### config.mk
export PLATFORM = sky130hd
export DESIGN_NAME = twlru_ram
export DESIGN_NICKNAME = d
export VERILOG_FILES = /design/src/sv/twlru_ram.sv
export SDC_FILE = /design/constraint.sdc
export NUM_CORES = 1
export LEC_CHECK = 0
export ABC_CLOCK_PERIOD_IN_PS = 2350
export BUFFER_PORTS_ARGS = -buffer_cell sky130_fd_sc_hd__clkbuf_2
export CORE_MARGIN = 5
export CORE_UTILIZATION = 50
export CTS_CLUSTER_DIAMETER = 150
export DETAILED_ROUTE_END_ITERATION = 16
export PLACE_DENSITY = 0.77
export SETUP_SLACK_MARGIN = 0.3
export SLEW_MARGIN = 20
export SYNTH_ARGS = -nofsm -noshare
export SYNTH_HDL_FRONTEND = slang
export SYNTH_SLANG_ARGS = --single-unit
### constraint.sdc
create_clock -name i_clk -period 2.35 [get_ports i_clk]
set_input_delay 0.705 -clock i_clk [delete_from_list [all_inputs] [get_ports i_clk]]
set_output_delay 0.705 -clock i_clk [all_outputs]
set_load 0.05 [all_outputs]
### src/sv/twlru_ram.sv
`timescale 1ns / 1ps

module twlru_ram #(
    parameter int WIDTH = 8,
    parameter int DEPTH = 16
) (
    input  logic                     i_clk,
    input  logic                     i_we,
    input  logic [$clog2(DEPTH)-1:0] i_waddr,
    input  logic [WIDTH-1:0]         i_wdata,
    input  logic [$clog2(DEPTH)-1:0] i_raddr,
    output logic [WIDTH-1:0]         o_rdata
);

    logic [WIDTH-1:0] r_mem [DEPTH];

    always_ff @(posedge i_clk) begin
        if (i_we) begin
            r_mem[i_waddr] <= i_wdata;
        end
        o_rdata <= r_mem[i_raddr];
    end

endmodule

==> impl_metrics.env <==
export IMPL_fin_crit_sh_pct=80.13
export IMPL_vdd_drop_max_mv=0.5369
export IMPL_start_kind="register"
export IMPL_drtIter0Drc=213
export IMPL_place_inst=401
export IMPL_numPortBuffers=25
export IMPL_seqPwrFrac_pct=49.6
export IMPL_gp_congestion=0.7773
export IMPL_yosysTopAreaCellShare_pct=74.67
export IMPL_diodes=0
export IMPL_sw_frac_of_total_pct=20.88
export IMPL_max_freq_mhz=531.1
export IMPL_vias=2406
export IMPL_cts_sinks=136
export IMPL_fp_coreArea_mm2=0.01018
export IMPL_antenna_left=0
export IMPL_cts_made_buffers=17
export IMPL_setup_tns_ps=0
export IMPL_r2r_cells=3
export IMPL_final_common_cell="edfxtp_1"
export IMPL_antenna_found_initial=0
export IMPL_num_rows=37
export IMPL_slew_limit_headroom_pct=61.69
export IMPL_drt_wl_total_mm=9.666
export IMPL_post_cts_resized=0
export IMPL_wl_per_cell_um=22.32
export IMPL_switchingPower_uw=1149
export IMPL_yosysSeqAreaShare_pct=77.78
export IMPL_finish_net_count=302
export IMPL_finalNonFillerCells=433
export IMPL_final_cell_mix="128 x edfxtp_1, 25 x clkbuf_2, 18 x mux4_2, 18 x buf_4"
export IMPL_cts_tree="yes"
export IMPL_synth_cell_types=19
export IMPL_num_io_pins=26
export IMPL_drive_gt1_share_pct=31.99
export IMPL_endpoint_kind="primary output"
export IMPL_period_minus_slack_ps=1883
export IMPL_design_area_mm2=0.006120
export IMPL_synth_nets=247
export IMPL_cts_setup_buffers=0
export IMPL_max_slew_worst_pin_slew_ps=572.5
export IMPL_grt_total_usage_pct=16.70
export IMPL_critPathRequiredTime_ps=1640
export IMPL_die_w_um=111.5
export IMPL_root_buffer="clkbuf_8"
export IMPL_start_util_pct=50.54
export IMPL_hold_buffers=0
export IMPL_critical_path_class="reg -> out"
export IMPL_crit_fanout=1
export IMPL_synth_avg_cell_area_um2=22.48
export IMPL_status="completed"
export IMPL_rsz0062_at_grt="no"
export IMPL_grt_max_degree=17
export IMPL_yosysWarnings=0
export IMPL_holdCritPathClass="in -> reg"
export IMPL_p_clk_share_pct=44.8
export IMPL_placed_area_mm2=0.005557
export IMPL_final_hold_violation_count=0
export IMPL_synth_seq_cells=136
export IMPL_dr_pass1_iters=4
export IMPL_yosysTopAreaCell="edfxtp_1"
export IMPL_drc_errors=0
export IMPL_crit_family="flip-flops"
export IMPL_critical_path_slowest_cell="dfxtp_1"
export IMPL_clkTransAtPathRegs_ps=60
export IMPL_fin_skew_ps=5.420
export IMPL_grt_pass1_vias=2567
export IMPL_grt_pass1_wl_mm=15.15
export IMPL_dieArea_mm2=0.01242
export IMPL_ys_top_cells_by_area="edfxtp_1 75%, mux4_2 7.9%, mux4_1 7.1%"
export IMPL_wl_met3_um=613
export IMPL_hpwl_mm=6.181
export IMPL_wl_met1_mm=3.850
export IMPL_htreeDepth=4
export IMPL_cts_buffer_depth=2
export IMPL_cp_slowest_stage_delay_ps=370
export IMPL_worst_ep_arrival_time_ps=1180
export IMPL_hold_path_depth=1
export IMPL_leakage_uw=0.002092
export IMPL_crit_cells=1
export IMPL_comb_power_share_pct=5.6
export IMPL_highest_layer="met4"
export IMPL_pwr_density_cell_mw_per_mm2=899.5
export IMPL_dr_wl_met2_mm=5.087
export IMPL_final_setup_worst_slack_ps=466.9
export IMPL_netlist_area_mm2=0.005147
export IMPL_cp_cell_sequence="clkbuf_2"
export IMPL_insertion_delay_ps=510
export IMPL_dp_slack_ps=216.1
export IMPL_die_h_um=111.5
export IMPL_setup_viol=0
export IMPL_cap_violations=0
export IMPL_slew_violations=0
export IMPL_synth_cells=229
export IMPL_p_int_uw=4355
export IMPL_path_buf_inv=1
export IMPL_grt_ovfl_total=0
export IMPL_routed_via_density=5.557
export IMPL_area_growth_pct=18.89
-- path summary, 6_finish.rpt --
path	slack, ps	end	start
worst max-delay path	470	o_rdata[7]	o_rdata[7]
worst min-delay path	610	r_mem[8][2]	i_wdata[2]
worst max register to register	970	o_rdata[3]	r_mem[9][3]
worst min register to register	670	o_rdata[4]	r_mem[15][4]
-- area by class of cell --
cell class / instances / area [um2]
fillers: 709 / 4065
flip-flops and latches: 136 / 4004
multi-input cells: 83 / 1062
clock buffers: 20 / 435.4
repair buffers: 46 / 320.3
well taps: 136 / 170.2
clock inverters: 12 / 127.6
-- cells in the mapped netlist (all sizes together) --
cell / n
dfxtp: 8
and2: 1
mux4: 32
nand2: 9
or3b: 1
nand3: 1
nor2b: 1
edfxtp: 128
buf: 7
a22oi: 16
nor2: 13
clkdlybuf4s25: 3
nand2b: 2
nor3: 4
nand3b: 2
and2b: 1
-- power by group through the flow --
stage	logic, uW	clock network [uW]	registers (uW)
6_report	308	2470	2730
3_3_place_gp	299	0	2780
3_5_place_dp	309	0	2780
4_1_cts	313	2500	2730
2_1_floorplan	138	0	2830
5_1_grt	331	2630	2730
-- flip-flops by register name (all words and copies together) (netlist names) --
name / flops
r_mem: 128
o_rdata: 8
-- per-layer routing --
metal  vias up  GRT usage [%]
li1       1089              -
met1      1230          21.96
met2        80          27.30
met3         7          4.402
met4         0          5.839
met5         -              0
-- stage by stage --
stage	utilization (%)	total power [uW]	hold slack (ps)
detailed placement	54.56	3089	666.8
CTS	60.09	5548	603.6
finish	60.09	5505	610.9
floorplan	-	2969	629.3
global route	60.09	5694	634.8
global placement	54.56	3075	649.9
-- cell families after synthesis --
family	synth area share [%]
multiplexers	15.02
flip-flops	77.78
buffers and inverters	1.677
AO/OA/AOI/OAI	2.334
AND/OR/NAND/NOR	3.184
Power figures use the tool's default switching activity.
