[src/sv/twlru_pkg.sv]
`timescale 1ns / 1ps

package twlru_pkg;

    // Cache geometry.
    localparam int BLOCK_BYTES = 32;
    localparam int SET_COUNT   = 16;
    localparam int MEM_BYTES   = 4096;
    localparam int WAY_COUNT   = 2;

    localparam int ADDR_W      = $clog2(MEM_BYTES);
    localparam int OFS_W       = $clog2(BLOCK_BYTES);
    localparam int SET_W       = $clog2(SET_COUNT);
    localparam int WAY_W       = $clog2(WAY_COUNT);
    localparam int TAG_W       = ADDR_W - OFS_W - SET_W;
    localparam int BLK_W       = ADDR_W - OFS_W;
    localparam int LINE_COUNT  = SET_COUNT * WAY_COUNT;
    localparam int LINE_IDX_W  = SET_W + WAY_W;
    localparam int LINE_BYTES  = LINE_COUNT * BLOCK_BYTES;
    localparam int FILL_W      = OFS_W + 1;

    // Data and statistics widths.
    localparam int DATA_W      = 8;
    localparam int CNT_W       = 32;
    localparam int RATE_W      = 7;
    localparam int QUO_W       = RATE_W + 1;
    localparam int NUM_W       = CNT_W + RATE_W;
    localparam int DSH_W       = CNT_W + QUO_W;
    localparam int DIV_STEPS   = QUO_W + 1;
    localparam int STEP_W      = $clog2(DIV_STEPS);

    localparam logic [RATE_W-1:0] PCT      = RATE_W'(100);
    localparam logic [DATA_W-1:0] MEM_INIT = '1;

    // Access kinds.
    localparam logic KIND_READ  = 1'b0;
    localparam logic KIND_WRITE = 1'b1;

    // Stream word widths.
    localparam int IN_TDATA_W  = ((ADDR_W + DATA_W + 7) / 8) * 8;
    localparam int OUT_TDATA_W = ((DATA_W + RATE_W + 7) / 8) * 8;

    typedef struct packed {
        logic clear_step;
        logic accept;
        logic lookup;
        logic rd_hit;
        logic fill_step;
        logic div_start;
        logic resp_load;
    } t_cmd;

    typedef struct packed {
        logic clear_done;
        logic is_write;
        logic found;
        logic fill_done;
        logic div_done;
        logic out_free;
    } t_status;

endpackage

[src/sv/twlru_div.sv]
`timescale 1ns / 1ps

// Computes min(100, floor(100 * miss / acc)), or 0 when acc is zero.
// The multiply is registered on start, then a restoring divider takes one quotient bit a cycle.
module twlru_div (
    input  logic                             i_clk,
    input  logic                             i_rst_n,
    input  logic                             i_start,
    input  logic [twlru_pkg::CNT_W-1:0]      i_miss,
    input  logic [twlru_pkg::CNT_W-1:0]      i_acc,
    output logic                             o_done,
    output logic [twlru_pkg::RATE_W-1:0]     o_rate
);

    logic                             r_busy;
    logic                             r_done;
    logic [twlru_pkg::STEP_W-1:0]     r_cnt;
    logic [twlru_pkg::NUM_W-1:0]      r_rem;
    logic [twlru_pkg::DSH_W-1:0]      r_dsh;
    logic [twlru_pkg::QUO_W-1:0]      r_quo;
    logic                             r_sat;
    logic                             r_zero;
    logic                             w_ge;

    assign w_ge = twlru_pkg::DSH_W'(r_rem) >= r_dsh;

    always_ff @(posedge i_clk) begin
        if (!i_rst_n) begin
            r_busy <= 1'b0;
            r_done <= 1'b0;
            r_cnt  <= '0;
        end else begin
            r_done <= 1'b0;
            if (i_start) begin
                r_busy <= 1'b1;
                r_cnt  <= '0;
            end else if (r_busy) begin
                r_cnt <= r_cnt + 1'b1;
                if (r_cnt == twlru_pkg::STEP_W'(twlru_pkg::DIV_STEPS - 1)) begin
                    r_busy <= 1'b0;
                    r_done <= 1'b1;
                end
            end
        end
    end

    always_ff @(posedge i_clk) begin
        if (i_start) begin
            r_rem  <= twlru_pkg::NUM_W'(i_miss) * twlru_pkg::NUM_W'(twlru_pkg::PCT);
            r_dsh  <= {i_acc, twlru_pkg::QUO_W'(0)};
            r_zero <= (i_acc == '0);
            r_quo  <= '0;
            r_sat  <= 1'b0;
        end else if (r_busy) begin
            // The first step only checks whether the quotient fits in QUO_W bits.
            if (r_cnt == '0) begin
                r_sat <= w_ge;
            end else begin
                if (w_ge) begin
                    r_rem <= r_rem - r_dsh[twlru_pkg::NUM_W-1:0];
                end
                r_quo <= {r_quo[twlru_pkg::QUO_W-2:0], w_ge};
            end
            r_dsh <= r_dsh >> 1;
        end
    end

    assign o_done = r_done;

    always_comb begin
        if (r_zero) begin
            o_rate = '0;
        end else if (r_sat || (r_quo > twlru_pkg::QUO_W'(twlru_pkg::PCT))) begin
            o_rate = twlru_pkg::PCT;
        end else begin
            o_rate = r_quo[twlru_pkg::RATE_W-1:0];
        end
    end

endmodule

[config.mk]
export PLATFORM = sky130hd
export DESIGN_NAME = twlru_div
export DESIGN_NICKNAME = d
export VERILOG_FILES = /design/src/sv/twlru_pkg.sv /design/src/sv/twlru_div.sv
export SDC_FILE = /design/constraint.sdc
export NUM_CORES = 1
export LEC_CHECK = 0
export BUFFER_PORTS_ARGS = -buffer_cell sky130_fd_sc_hd__buf_2
export CAP_MARGIN = 20
export CORE_MARGIN = 3
export CORE_UTILIZATION = 50
export DETAILED_ROUTE_END_ITERATION = 12
export PLACE_DENSITY = 0.68
export SKIP_CTS_REPAIR_TIMING = 1
export SYNTH_ARGS = -nofsm -noshare
export SYNTH_HDL_FRONTEND = slang
export SYNTH_SLANG_ARGS = --single-unit
[constraint.sdc]
create_clock -name i_clk -period 3.85 [get_ports i_clk]
set_input_delay 0.1925 -clock i_clk [delete_from_list [all_inputs] [get_ports i_clk]]
set_output_delay 0.1925 -clock i_clk [all_outputs]
set_load 0.02 [all_outputs]
==> key figures, run 1 <==
Outcome
  – Status: finished, final reports clean

Clock network
  – Root cell of the clock tree: clkbuf_16
  – Clock Path Buffers: 2
  – H-tree levels: 3
  – CTS tree: built
  – CTS Buf Count: 9
  – Sink Count: 95
  – Skew-Pair Late Insertion Delay: 0.35 ns
  – Clk slew on worst S/H paths: 0.07 ns

Layout
  – Layout net count: 1,430
  – Reg area: 0.00260 mm²
  – Final instance area: 0.0109 mm²
  – Fraction of final layout cells sized beyond drive strength 1: 13.0%
  – Area Overhead vs Synth: 10.1%
  – Diodes inserted: 0
  – Final Util: 57.1%
  – # fillers: 1,775
  – Area occupied by multi-input gates: 0.00644 mm²

Run
  – Max cap viols: 0

Routing
  – Post-route DRC: 0
  – DRC violation total after the first TritonRoute iteration: 425
  – Via density: 5.50
  – Vias post-DR: 8,019
  – DR WL/cell: 15.1 µm
  – TritonRoute pass-1 iters: 5
  – Antenna Nets Post-Route: 0
  – Routed wire length: 22,000 µm

Synthesis
  – Seq/Total Area, Yosys: 26.2%
  – Main synth FF type: edfxtp_1
  – FF+latch count, synth: 95
  – Mux cell area share after synthesis: 1.62%
  – Simple-gate share of the synthesized area: 12.1%
  – Compound-Gate Fraction of Synth Area: 22.0%
  – Post-synthesis instance total: 1,122
  – FFs w/ async S/R, synth: 0%
  – Post-Synth XOR/XNOR Area: 5.73%
  – Syn_nets: 1,358
  – Largest family of logic cells by synthesized area: adder cells
  – Number of synthesized flops with an enable pin: 70
  – Synth warn: 0
  – Adder-Cell Fraction of Synth Area: 23.4%
  – Syn Std Cell Area: 0.00994 mm²
  – Synth unique cells: 75
  – Synth Area per Inst: 8.86 µm²

Min path
  – Hold path startpoint: i_rst_n
  – Tightest Hold Check Type: input pin to flop

Critical path
  – CP Capture Type: flop
  – Largest delay contributor family on the critical path: compound AO/OA/AOI/OAI gates
  – R2R setup slack: 0.57 ns
  – Startpoint Class: input pin
  – Setup CP Type: input pin to flop
  – Worst EP arrival: 3.57 ns
  – Worst EP required: 3.95 ns
  – Critical Path Slowest Stage Cell: fa_1
  – CP max FO: 4
  – Most common cell on crit path: ha_1
  – CP cell instances: buf_2 -> ha_1 -> ha_1 -> inv_1 -> fa_1 -> inv_1 -> ha_1 -> a211oi_1 -> a22oi_1 -> a21o_1 -> a31o_4 -> a21o_1 -> a21oi_2 -> o21ai_1 -> a211o_1 -> a32o_1
  – CP Buf/Inv Count: 3
  – CP max stage delay: 0.50 ns
  – Beginning of the worst register-to-register path: r_dsh[29]
  – Worst setup path start: i_miss[13]

Die
  – Die area: 0.0216 mm²
  – Die height: 147 µm
  – Row Count: 50
  – Chip width: 147 µm
  – Num ports: 75
  – Initial Util: 51.9%
  – Core Area: 0.0191 mm²

Timing
  – Final count of pins violating max slew: 0
  – Setup TNS: 0 ns
  – Skew final: 0.00796 ns
  – Setup violators final: 0
  – Slew headroom: 32.7%
  – Slew of the pin with the lowest slew margin: 1.01 ns
  – Min Tclk post-route: 3.47 ns
  – RSZ-0062 raised after global routing: no
  – Final period util: 90.2%
  – Peak Freq: 0.288 GHz
  – Final hold vios: 0

Placed design
  – GP Congestion: 0.883
  – IO Port Bufs: 74
  – Detail Placement HPWL: 17,900 µm
  – Placed inst area: 0.0106 mm²

Global route
  – First-pass GRT wire length: 37,500 µm
  – Vias in the first global route: 7,668
  – Total track usage: 20.7%
  – Initial antenna violation count: 0
  – Largest net degree at the start of global routing: 56
  – Total congestion overflow: 0

Pwr
  – Design Power: 4.97 mW
  – Worst VDD drop: 0.232 mV
  – Leak: 5.27 nW
  – PD cells: 454 mW/mm²
[power breakdown]
| group | total [mW] | internal [mW] | switching [mW] |
|---|---|---|---|
| clock | 0.900 | 0.490 | 0.410 |
| sequential | 1.31 | 1.26 | 0.0523 |
| combinational | 2.75 | 1.17 | 1.59 |
[registers in the layout, summed over array words and instances, names as in the netlist]
| name | flops |
|---|---|
| r_sat | 1 |
| r_quo | 8 |
| r_zero | 1 |
| o_done | 1 |
| r_cnt | 4 |
| r_rem | 39 |
| r_dsh | 40 |
| r_busy | 1 |
[stage by stage]
| stage | hold WS (ns) | setup slack, ns | cells |
|---|---|---|---|
| 3_3_place_gp | 0.432 | 0.0753 | 1443 |
| 2_1_floorplan | 0.305 | 0.312 | 1122 |
| 4_1_cts | 0.0728 | 0.376 | 1459 |
| 5_1_grt | 0.109 | 0.128 | 1459 |
| 6_report | 0.0771 | 0.377 | 1459 |
| 3_5_place_dp | 0.431 | 0.00881 | 1443 |
[final cells by class]
| class | instances | share of cell area [%] |
|---|---|---|
| clock buffers | 11 | 2.32 |
| clock inverters | 5 | 0.423 |
| flip-flops and latches | 95 | 23.8 |
| repair buffers | 100 | 5.19 |
| inverters | 186 | 6.38 |
| well taps | 260 | 2.97 |
| multi-input cells | 802 | 58.9 |
[cells by family (layout without fill, tap and decap cells)]
logic type / after synthesis / after routing
multiplexers: 16 / 16
flip-flops: 95 / 95
buffers and inverters: 225 / 302
adder cells (fa/ha/maj): 169 / 169
AO/OA/AOI/OAI: 306 / 306
XOR/XNOR: 65 / 65
AND/OR/NAND/NOR: 246 / 246
[worst paths after layout]
kind | endpoint | cells after the start
setup / recovery | r_rem[26] | 16
hold / removal | r_busy | 2
setup reg to reg | r_rem[27] | 10
hold reg to reg | r_quo[0] | 2
[cells in the mapped netlist (12+ instances only)]
master    instances  share of area (%)
mux2i_1          15                1.5
a21oi_1          75                3.8
o31ai_1          33                2.5
nand2_1          97                3.7
o31ai_2          13                1.6
ha_1            141                 18
xnor2_1          41                3.6
o21ai_0          41                2.1
a21o_1           37                2.8
a22o_1           14                1.2
fa_1             28                5.6
xor2_1           24                2.1
nand4_1          15               0.94
edfxtp_1         70                 21
dfxtp_1          25                5.0
inv_1           186                7.0
o21bai_1         13               0.98
clkbuf_1         23               0.87
nor2_1           56                2.1
o21ai_1          12               0.60
[layer usage]
| layer | routed length, µm | share of wire [%] | up-vias | GRT usage [%] |
|---|---|---|---|---|
| met5 | 0 | 0 | - | 0 |
| met4 | 242 | 1.1 | 0 | 3.96 |
| met3 | 997 | 4.5 | 17 | 2.31 |
| met2 | 9400 | 43 | 175 | 31.2 |
| met1 | 11400 | 52 | 3729 | 32.1 |
| li1 | - | - | 4098 | - |
[cells in the final DEF (no fill, tap or decap), types with 3 or more instances in the layout]
| cell type | count |
|---|---|
| inv_1 | 186 |
| o211ai_1 | 7 |
| nand4_1 | 15 |
| dfxtp_1 | 25 |
| nor4_1 | 8 |
| nand3_1 | 8 |
| a31oi_1 | 6 |
| xor2_1 | 24 |
| mux2i_1 | 15 |
| nand2b_1 | 11 |
| and3_1 | 9 |
| nand2_1 | 97 |
| a21oi_2 | 4 |
| a211oi_1 | 8 |
| ha_1 | 141 |
| nor3_2 | 3 |
| o21ai_1 | 12 |
| a22o_1 | 14 |
| o31ai_1 | 33 |
| nor3_1 | 8 |
| o41ai_1 | 3 |
| o2111ai_1 | 3 |
| o21bai_1 | 13 |
| o31ai_2 | 13 |
| and2_1 | 5 |
| edfxtp_1 | 70 |
| nor2_1 | 56 |
| o21ai_0 | 41 |
| buf_4 | 27 |
| clkbuf_16 | 10 |
| buf_2 | 73 |
| nor2b_1 | 9 |
| or3_1 | 4 |
| a221oi_1 | 3 |
| fa_1 | 28 |
| a21oi_1 | 75 |
| a21o_1 | 37 |
| xnor2_1 | 41 |
| o21a_1 | 8 |
Note: power is estimated with default switching activity, not from simulation.
==> inputs of run 2 (changes only) <==
CORE_ASPECT_RATIO = 1.5   (was default)
==> run 2 against run 1 <==
Effect of this change:
- via count fell by 0.74%
- critical endpoint is now r_rem[38]
- sequential share of layout area fell by 0.092 points
- die area rose by 0.16%
- power fell by 0.35%
- fmax fell by 0.61%
- worst hold slack got worse by 0.0060 ns
==> key figures, run 2 (synthesis results as in run 1) <==
Layout
  – Commonest non-fill, non-tap cell in the layout: inv_1
  – Max reg flops: 40
  – Diodes inserted: 0
  – Layout net count: 1,438
  – Biggest regs: r_dsh x40, r_rem x39, r_quo x8
  – Area Overhead vs Synth: 10.5%
  – Final Util: 56.9%
  – Fraction of final layout cells sized beyond drive strength 1: 13.7%
  – Post-Layout Cell Count: 1,463
  – Most frequent cells in the layout: inv_1, ha_1, nand2_1
  – Largest Register: r_dsh

Clock network
  – CTS tree: built
  – Root cell of the clock tree: clkbuf_16
  – Clk slew on worst S/H paths: 0.08 ns
  – CTS Buf Count: 9
  – H-tree levels: 3
  – Sink Count: 95
  – Clock Path Buffers: 2
  – Skew-Pair Late Insertion Delay: 0.35 ns

Critical path
  – Critical Path Slowest Stage Cell: fa_1
  – Worst EP required: 3.96 ns
  – R2R setup slack: 0.57 ns
  – FF-to-FF path depth: 10
  – CP Capture Type: flop
  – Beginning of the worst register-to-register path: r_dsh[29]
  – Most common cell on crit path: ha_1
  – Largest delay contributor family on the critical path: compound AO/OA/AOI/OAI gates
  – Reg2reg end: r_rem[37]
  – CP cell instances: buf_2 -> ha_1 -> ha_1 -> fa_1 -> ha_1 -> a211o_1 -> a21oi_2 -> o21ai_2 -> a31oi_1 -> o21ai_0 -> a41oi_1 -> o22ai_1 -> xor2_1 -> a22o_1
  – Setup CP Type: input pin to flop
  – CP max FO: 4
  – Worst setup path start: i_miss[2]
  – Worst EP arrival: 3.60 ns
  – CP max stage delay: 0.46 ns
  – Crit. path cell count: 14
  – Startpoint Class: input pin
  – CP Buf/Inv Count: 1
  – Crit path capture: r_rem[38]

Timing
  – RSZ-0062 raised after global routing: no
  – Setup violators final: 0
  – Peak Freq: 0.286 GHz
  – Final WS setup: 0.356 ns
  – Final period util: 90.8%
  – Skew final: 0.0108 ns
  – Setup TNS: 0 ns
  – Min Tclk post-route: 3.49 ns
  – Final count of pins violating max slew: 0
  – Slew headroom: 65.0%
  – Final hold vios: 0
  – Slew of the pin with the lowest slew margin: 0.525 ns

Outcome
  – Status: finished, final reports clean

Die
  – Num ports: 75
  – Initial Util: 51.5%
  – Chip width: 121 µm
  – Row Count: 62
  – Core Area: 0.0193 mm²
  – Die height: 179 µm
  – Die area: 0.0216 mm²

Routing
  – Vias post-DR: 7,960
  – Post-route DRC: 0
  – TritonRoute pass-1 iters: 5
  – Routed wire length: 21,400 µm
  – DRC violation total after the first TritonRoute iteration: 529
  – Via density: 5.44
  – Antenna Nets Post-Route: 0
  – DR WL/cell: 14.6 µm

Global route
  – Total congestion overflow: 0
  – Total track usage: 20.5%
  – Initial antenna violation count: 0
  – First-pass GRT wire length: 36,400 µm
  – Vias in the first global route: 7,906
  – Largest net degree at the start of global routing: 52

Pwr
  – Leak: 5.30 nW
  – PD cells: 451 mW/mm²
  – Design Power: 4.95 mW
  – Worst VDD drop: 0.217 mV

Min path
  – Hold path startpoint: i_rst_n
  – Tightest Hold Check Type: input pin to flop

Placed design
  – IO Port Bufs: 74
  – GP Congestion: 0.878
  – Place WS: 0.00307 ns
  – Detail Placement HPWL: 17,600 µm
  – Cells after DPL: 1,447

Run
  – Max cap viols: 0
-- run 2: power breakdown --
part	total [mW]	internal [mW]	switching [mW]
Clock	0.884	0.455	0.429
Combinational	2.76	1.20	1.56
Sequential	1.30	1.26	0.0445
Total	4.95	2.91	2.04
-- run 2: metrics by stage --
step / hold WS, ns / instance area (µm²)
3_5_place_dp: 0.433 / 10700
6_report: 0.0710 / 11000
3_3_place_gp: 0.434 / 10700
5_1_grt: 0.117 / 11000
4_1_cts: 0.0622 / 11000
2_1_floorplan: 0.305 / 9940
-- run 2: worst reg2reg max path, delay by kind of cell (launching register included) --
| kind | cells | cell delay, ns |
|---|---|---|
| AND/OR/NAND/NOR | 6 | 1.46 |
| adder cells (fa/ha/maj) | 1 | 0.50 |
| buffers and inverters | 2 | 0.49 |
| flip-flops | 1 | 0.33 |
| AO/OA/AOI/OAI | 1 | 0.13 |
-- run 2: routing by layer --
| metal | part of all wire (%) | track usage (%) | routed length [µm] | vias to the layer above |
|---|---|---|---|---|
| li1 | - | - | - | 4111 |
| met1 | 46 | 26.3 | 9740 | 3691 |
| met2 | 50 | 37.0 | 10700 | 139 |
| met3 | 3.1 | 1.64 | 671 | 19 |
| met4 | 1.3 | 5.20 | 278 | 0 |
| met5 | 0 | 0 | 0 | - |
-- run 2: area by class of cell --
type,count,area (µm²)
well taps,256,320
fillers,1855,8330
clock inverters,7,62.6
repair buffers,108,628
flip-flops and latches,95,2600
inverters,186,698
multi-input cells,802,6440
clock buffers,9,225
-- run 2: worst min path at each step --
stage,endpoint,slack (ns),depth (start not counted)
2_1_floorplan,r_zero,0.30,0
3_3_place_gp,r_busy,0.43,2
3_5_place_dp,r_busy,0.43,2
4_1_cts,r_busy,0.06,2
5_1_grt,r_busy,0.12,2
6_report,r_busy,0.07,2
==> inputs of run 3 (changes only) <==
ABC_AREA = 1   (was default)
==> run 3 against run 2 <==
Effect of this change:
- routed wire length up 51%
- sequential cell count unchanged
- final cell count up 42%
- largest cell class unchanged
==> key figures, run 3 <==
Layout
  – Layout net count: 2,037
  – Diodes inserted: 0
  – Max reg flops: 40
  – Area Overhead vs Synth: 8.50%
  – Most frequent cells in the layout: nand2_1, inv_1, nor2_1
  – # fillers: 2,268
  – Post-Layout Cell Count: 2,078
  – Biggest regs: r_dsh x40, r_rem x39, r_quo x8
  – Commonest non-fill, non-tap cell in the layout: nand2_1
  – Fraction of final layout cells sized beyond drive strength 1: 7.36%
  – Largest Register: r_dsh

Synthesis
  – Main synth FF type: edfxtp_1
  – Number of synthesized flops with an enable pin: 70
  – Synth unique cells: 37
  – Synth warn: 0
  – Area share of the largest cell type after synthesis: 18.6%
  – Syn Std Cell Area: 0.0113 mm²
  – Area contributors post-synth: edfxtp_1, nand2_1, ha_1, inv_1, nand3_1
  – Synth Area per Inst: 6.51 µm²
  – Post-synthesis instance total: 1,733
  – Synth area leader: edfxtp_1
  – Commonest cells post-synth: nand2_1, inv_1, nor2_1
  – FFs w/ async S/R, synth: 0%
  – Syn_nets: 1,969
  – Seq/Total Area, Yosys: 23.1%
  – FF+latch count, synth: 95
  – Most common cell in the synthesized netlist: nand2_1

Global route
  – Vias in the first global route: 11,075
  – Total track usage: 27.1%
  – Initial antenna violation count: 0
  – Largest net degree at the start of global routing: 79
  – Total congestion overflow: 0
  – First-pass GRT wire length: 52,100 µm

Timing
  – Min Tclk post-route: 3.43 ns
  – Slew headroom: 47.5%
  – Final count of pins violating max slew: 0
  – Slew of the pin with the lowest slew margin: 0.786 ns
  – Peak Freq: 0.291 GHz
  – RSZ-0062 raised after global routing: no
  – Final WS setup: 0.419 ns
  – Setup violators final: 0
  – Final period util: 89.1%
  – Skew final: 0.00961 ns
  – Setup TNS: 0 ns
  – Final hold vios: 0
  – Hold WS: 0.0745 ns

Routing
  – DR WL/cell: 15.5 µm
  – Routed wire length: 32,300 µm
  – Antenna Nets Post-Route: 0
  – DRC violation total after the first TritonRoute iteration: 580
  – Vias post-DR: 10,964
  – Post-route DRC: 0
  – TritonRoute pass-1 iters: 5
  – Via density: 5.28

Die
  – Die area: 0.0244 mm²
  – Row Count: 66
  – Chip width: 129 µm
  – Initial Util: 51.4%
  – Num ports: 75
  – Die height: 190 µm
  – Core Area: 0.0220 mm²

Outcome
  – Status: finished, final reports clean

Pwr
  – Leak: 6.80 nW
  – Design Power: 5.28 mW
  – Worst VDD drop: 0.239 mV
  – PD cells: 432 mW/mm²

Placed design
  – Cells after DPL: 2,062
  – IO Port Bufs: 74
  – GP Congestion: 1.05
  – Detail Placement HPWL: 27,200 µm
  – Place WS: 0.158 ns

Run
  – Max cap viols: 0

Clock network
  – Skew-Pair Late Insertion Delay: 0.36 ns
  – CTS tree: built
  – H-tree levels: 3
  – Clock Path Buffers: 2
  – Root cell of the clock tree: clkbuf_16
  – Sink Count: 95
  – Clk slew on worst S/H paths: 0.07 ns
  – CTS Buf Count: 9

Critical path
  – Startpoint Class: input pin
  – Critical Path Slowest Stage Cell: fa_1
  – CP max stage delay: 0.50 ns
  – CP cell instances: buf_2 -> ha_1 -> ha_1 -> inv_1 -> fa_1 -> inv_1 -> ha_1 -> a21oi_1 -> o21ai_0 -> a21oi_1 -> nand3_1 -> nand2_1 -> nand2_1 -> nor2_1 -> o21bai_1
  – Most common cell on crit path: ha_1
  – CP Buf/Inv Count: 3
  – Setup CP Type: input pin to flop
  – Largest delay contributor family on the critical path: adder cells
  – CP max FO: 5
  – Worst EP required: 4.04 ns
  – CP Capture Type: flop
  – Worst EP arrival: 3.62 ns

Min path
  – Tightest Hold Check Type: input pin to flop
## run 3: cell types whose count changed after synthesis, sizes merged, moves of 36 or more
cell,previous run,this run
a21o,37,1
inv,186,380
nand3,8,119
nand2,99,512
o31ai,47,0
nor2,57,149
## run 3: tightest hold or removal path, stage by stage
cell and delay, ns:
buf_2 0.09, inv_1 0.06, a211oi_1 0.05
## run 3: layout make-up
cell class,instances,area [µm²],share of cell area (%)
Tap cell,272,340,2.78
Timing Repair Buffer,81,423,3.46
Sequential cell,95,2600,21.3
Multi-Input combinational cell,1233,7140,58.3
Inverter,381,1430,11.7
Clock inverter,5,42.5,0.348
Clock buffer,11,264,2.16
## run 3: cell families (layout without fill, tap and decap cells)
| family | count (synthesis) | after routing | synth area share, % |
|---|---|---|---|
| AO/OA/AOI/OAI | 199 | 199 | 9.63 |
| buffers and inverters | 405 | 478 | 13.7 |
| flip-flops | 95 | 95 | 23.1 |
| adder cells (fa/ha/maj) | 169 | 169 | 20.6 |
| AND/OR/NAND/NOR | 840 | 840 | 31.1 |
| XOR/XNOR | 25 | 25 | 1.94 |
## run 3: power by group
part           switching [mW]  internal (mW)  total (mW)
registers              0.0570           1.26        1.31
clock network           0.433          0.505       0.938
logic                    2.03           1.01        3.03
## run 3: per-layer routing
layer | global-route usage (%) | wire [µm] | part of all wire, % | vias to the layer above
met2 | 49.8 | 16700 | 52 | 277
met3 | 1.97 | 1060 | 3.3 | 106
met4 | 15.4 | 1970 | 6.1 | 0
met1 | 30.2 | 12600 | 39 | 4987
li1 | - | - | - | 5594
met5 | 0 | 0 | 0 | -
## run 3: path summary, 6_finish.rpt
check	cells past startpoint	slack, ns	start	end
worst max register to register	11	0.65	r_rem[26]	r_rem[4]
worst min register to register	2	0.47	r_dsh[3]	r_dsh[2]
worst min-delay path	3	0.07	i_rst_n	r_busy
worst max-delay path	15	0.42	i_miss[18]	r_rem[25]
## run 3: per-stage QoR
step / cell area, µm² / util (%)
4_1_cts: 12200 / 55.7
6_report: 12200 / 55.7
2_1_floorplan: 11300 / -
3_3_place_gp: 11900 / 54.3
3_5_place_dp: 11900 / 54.3
5_1_grt: 12200 / 55.7
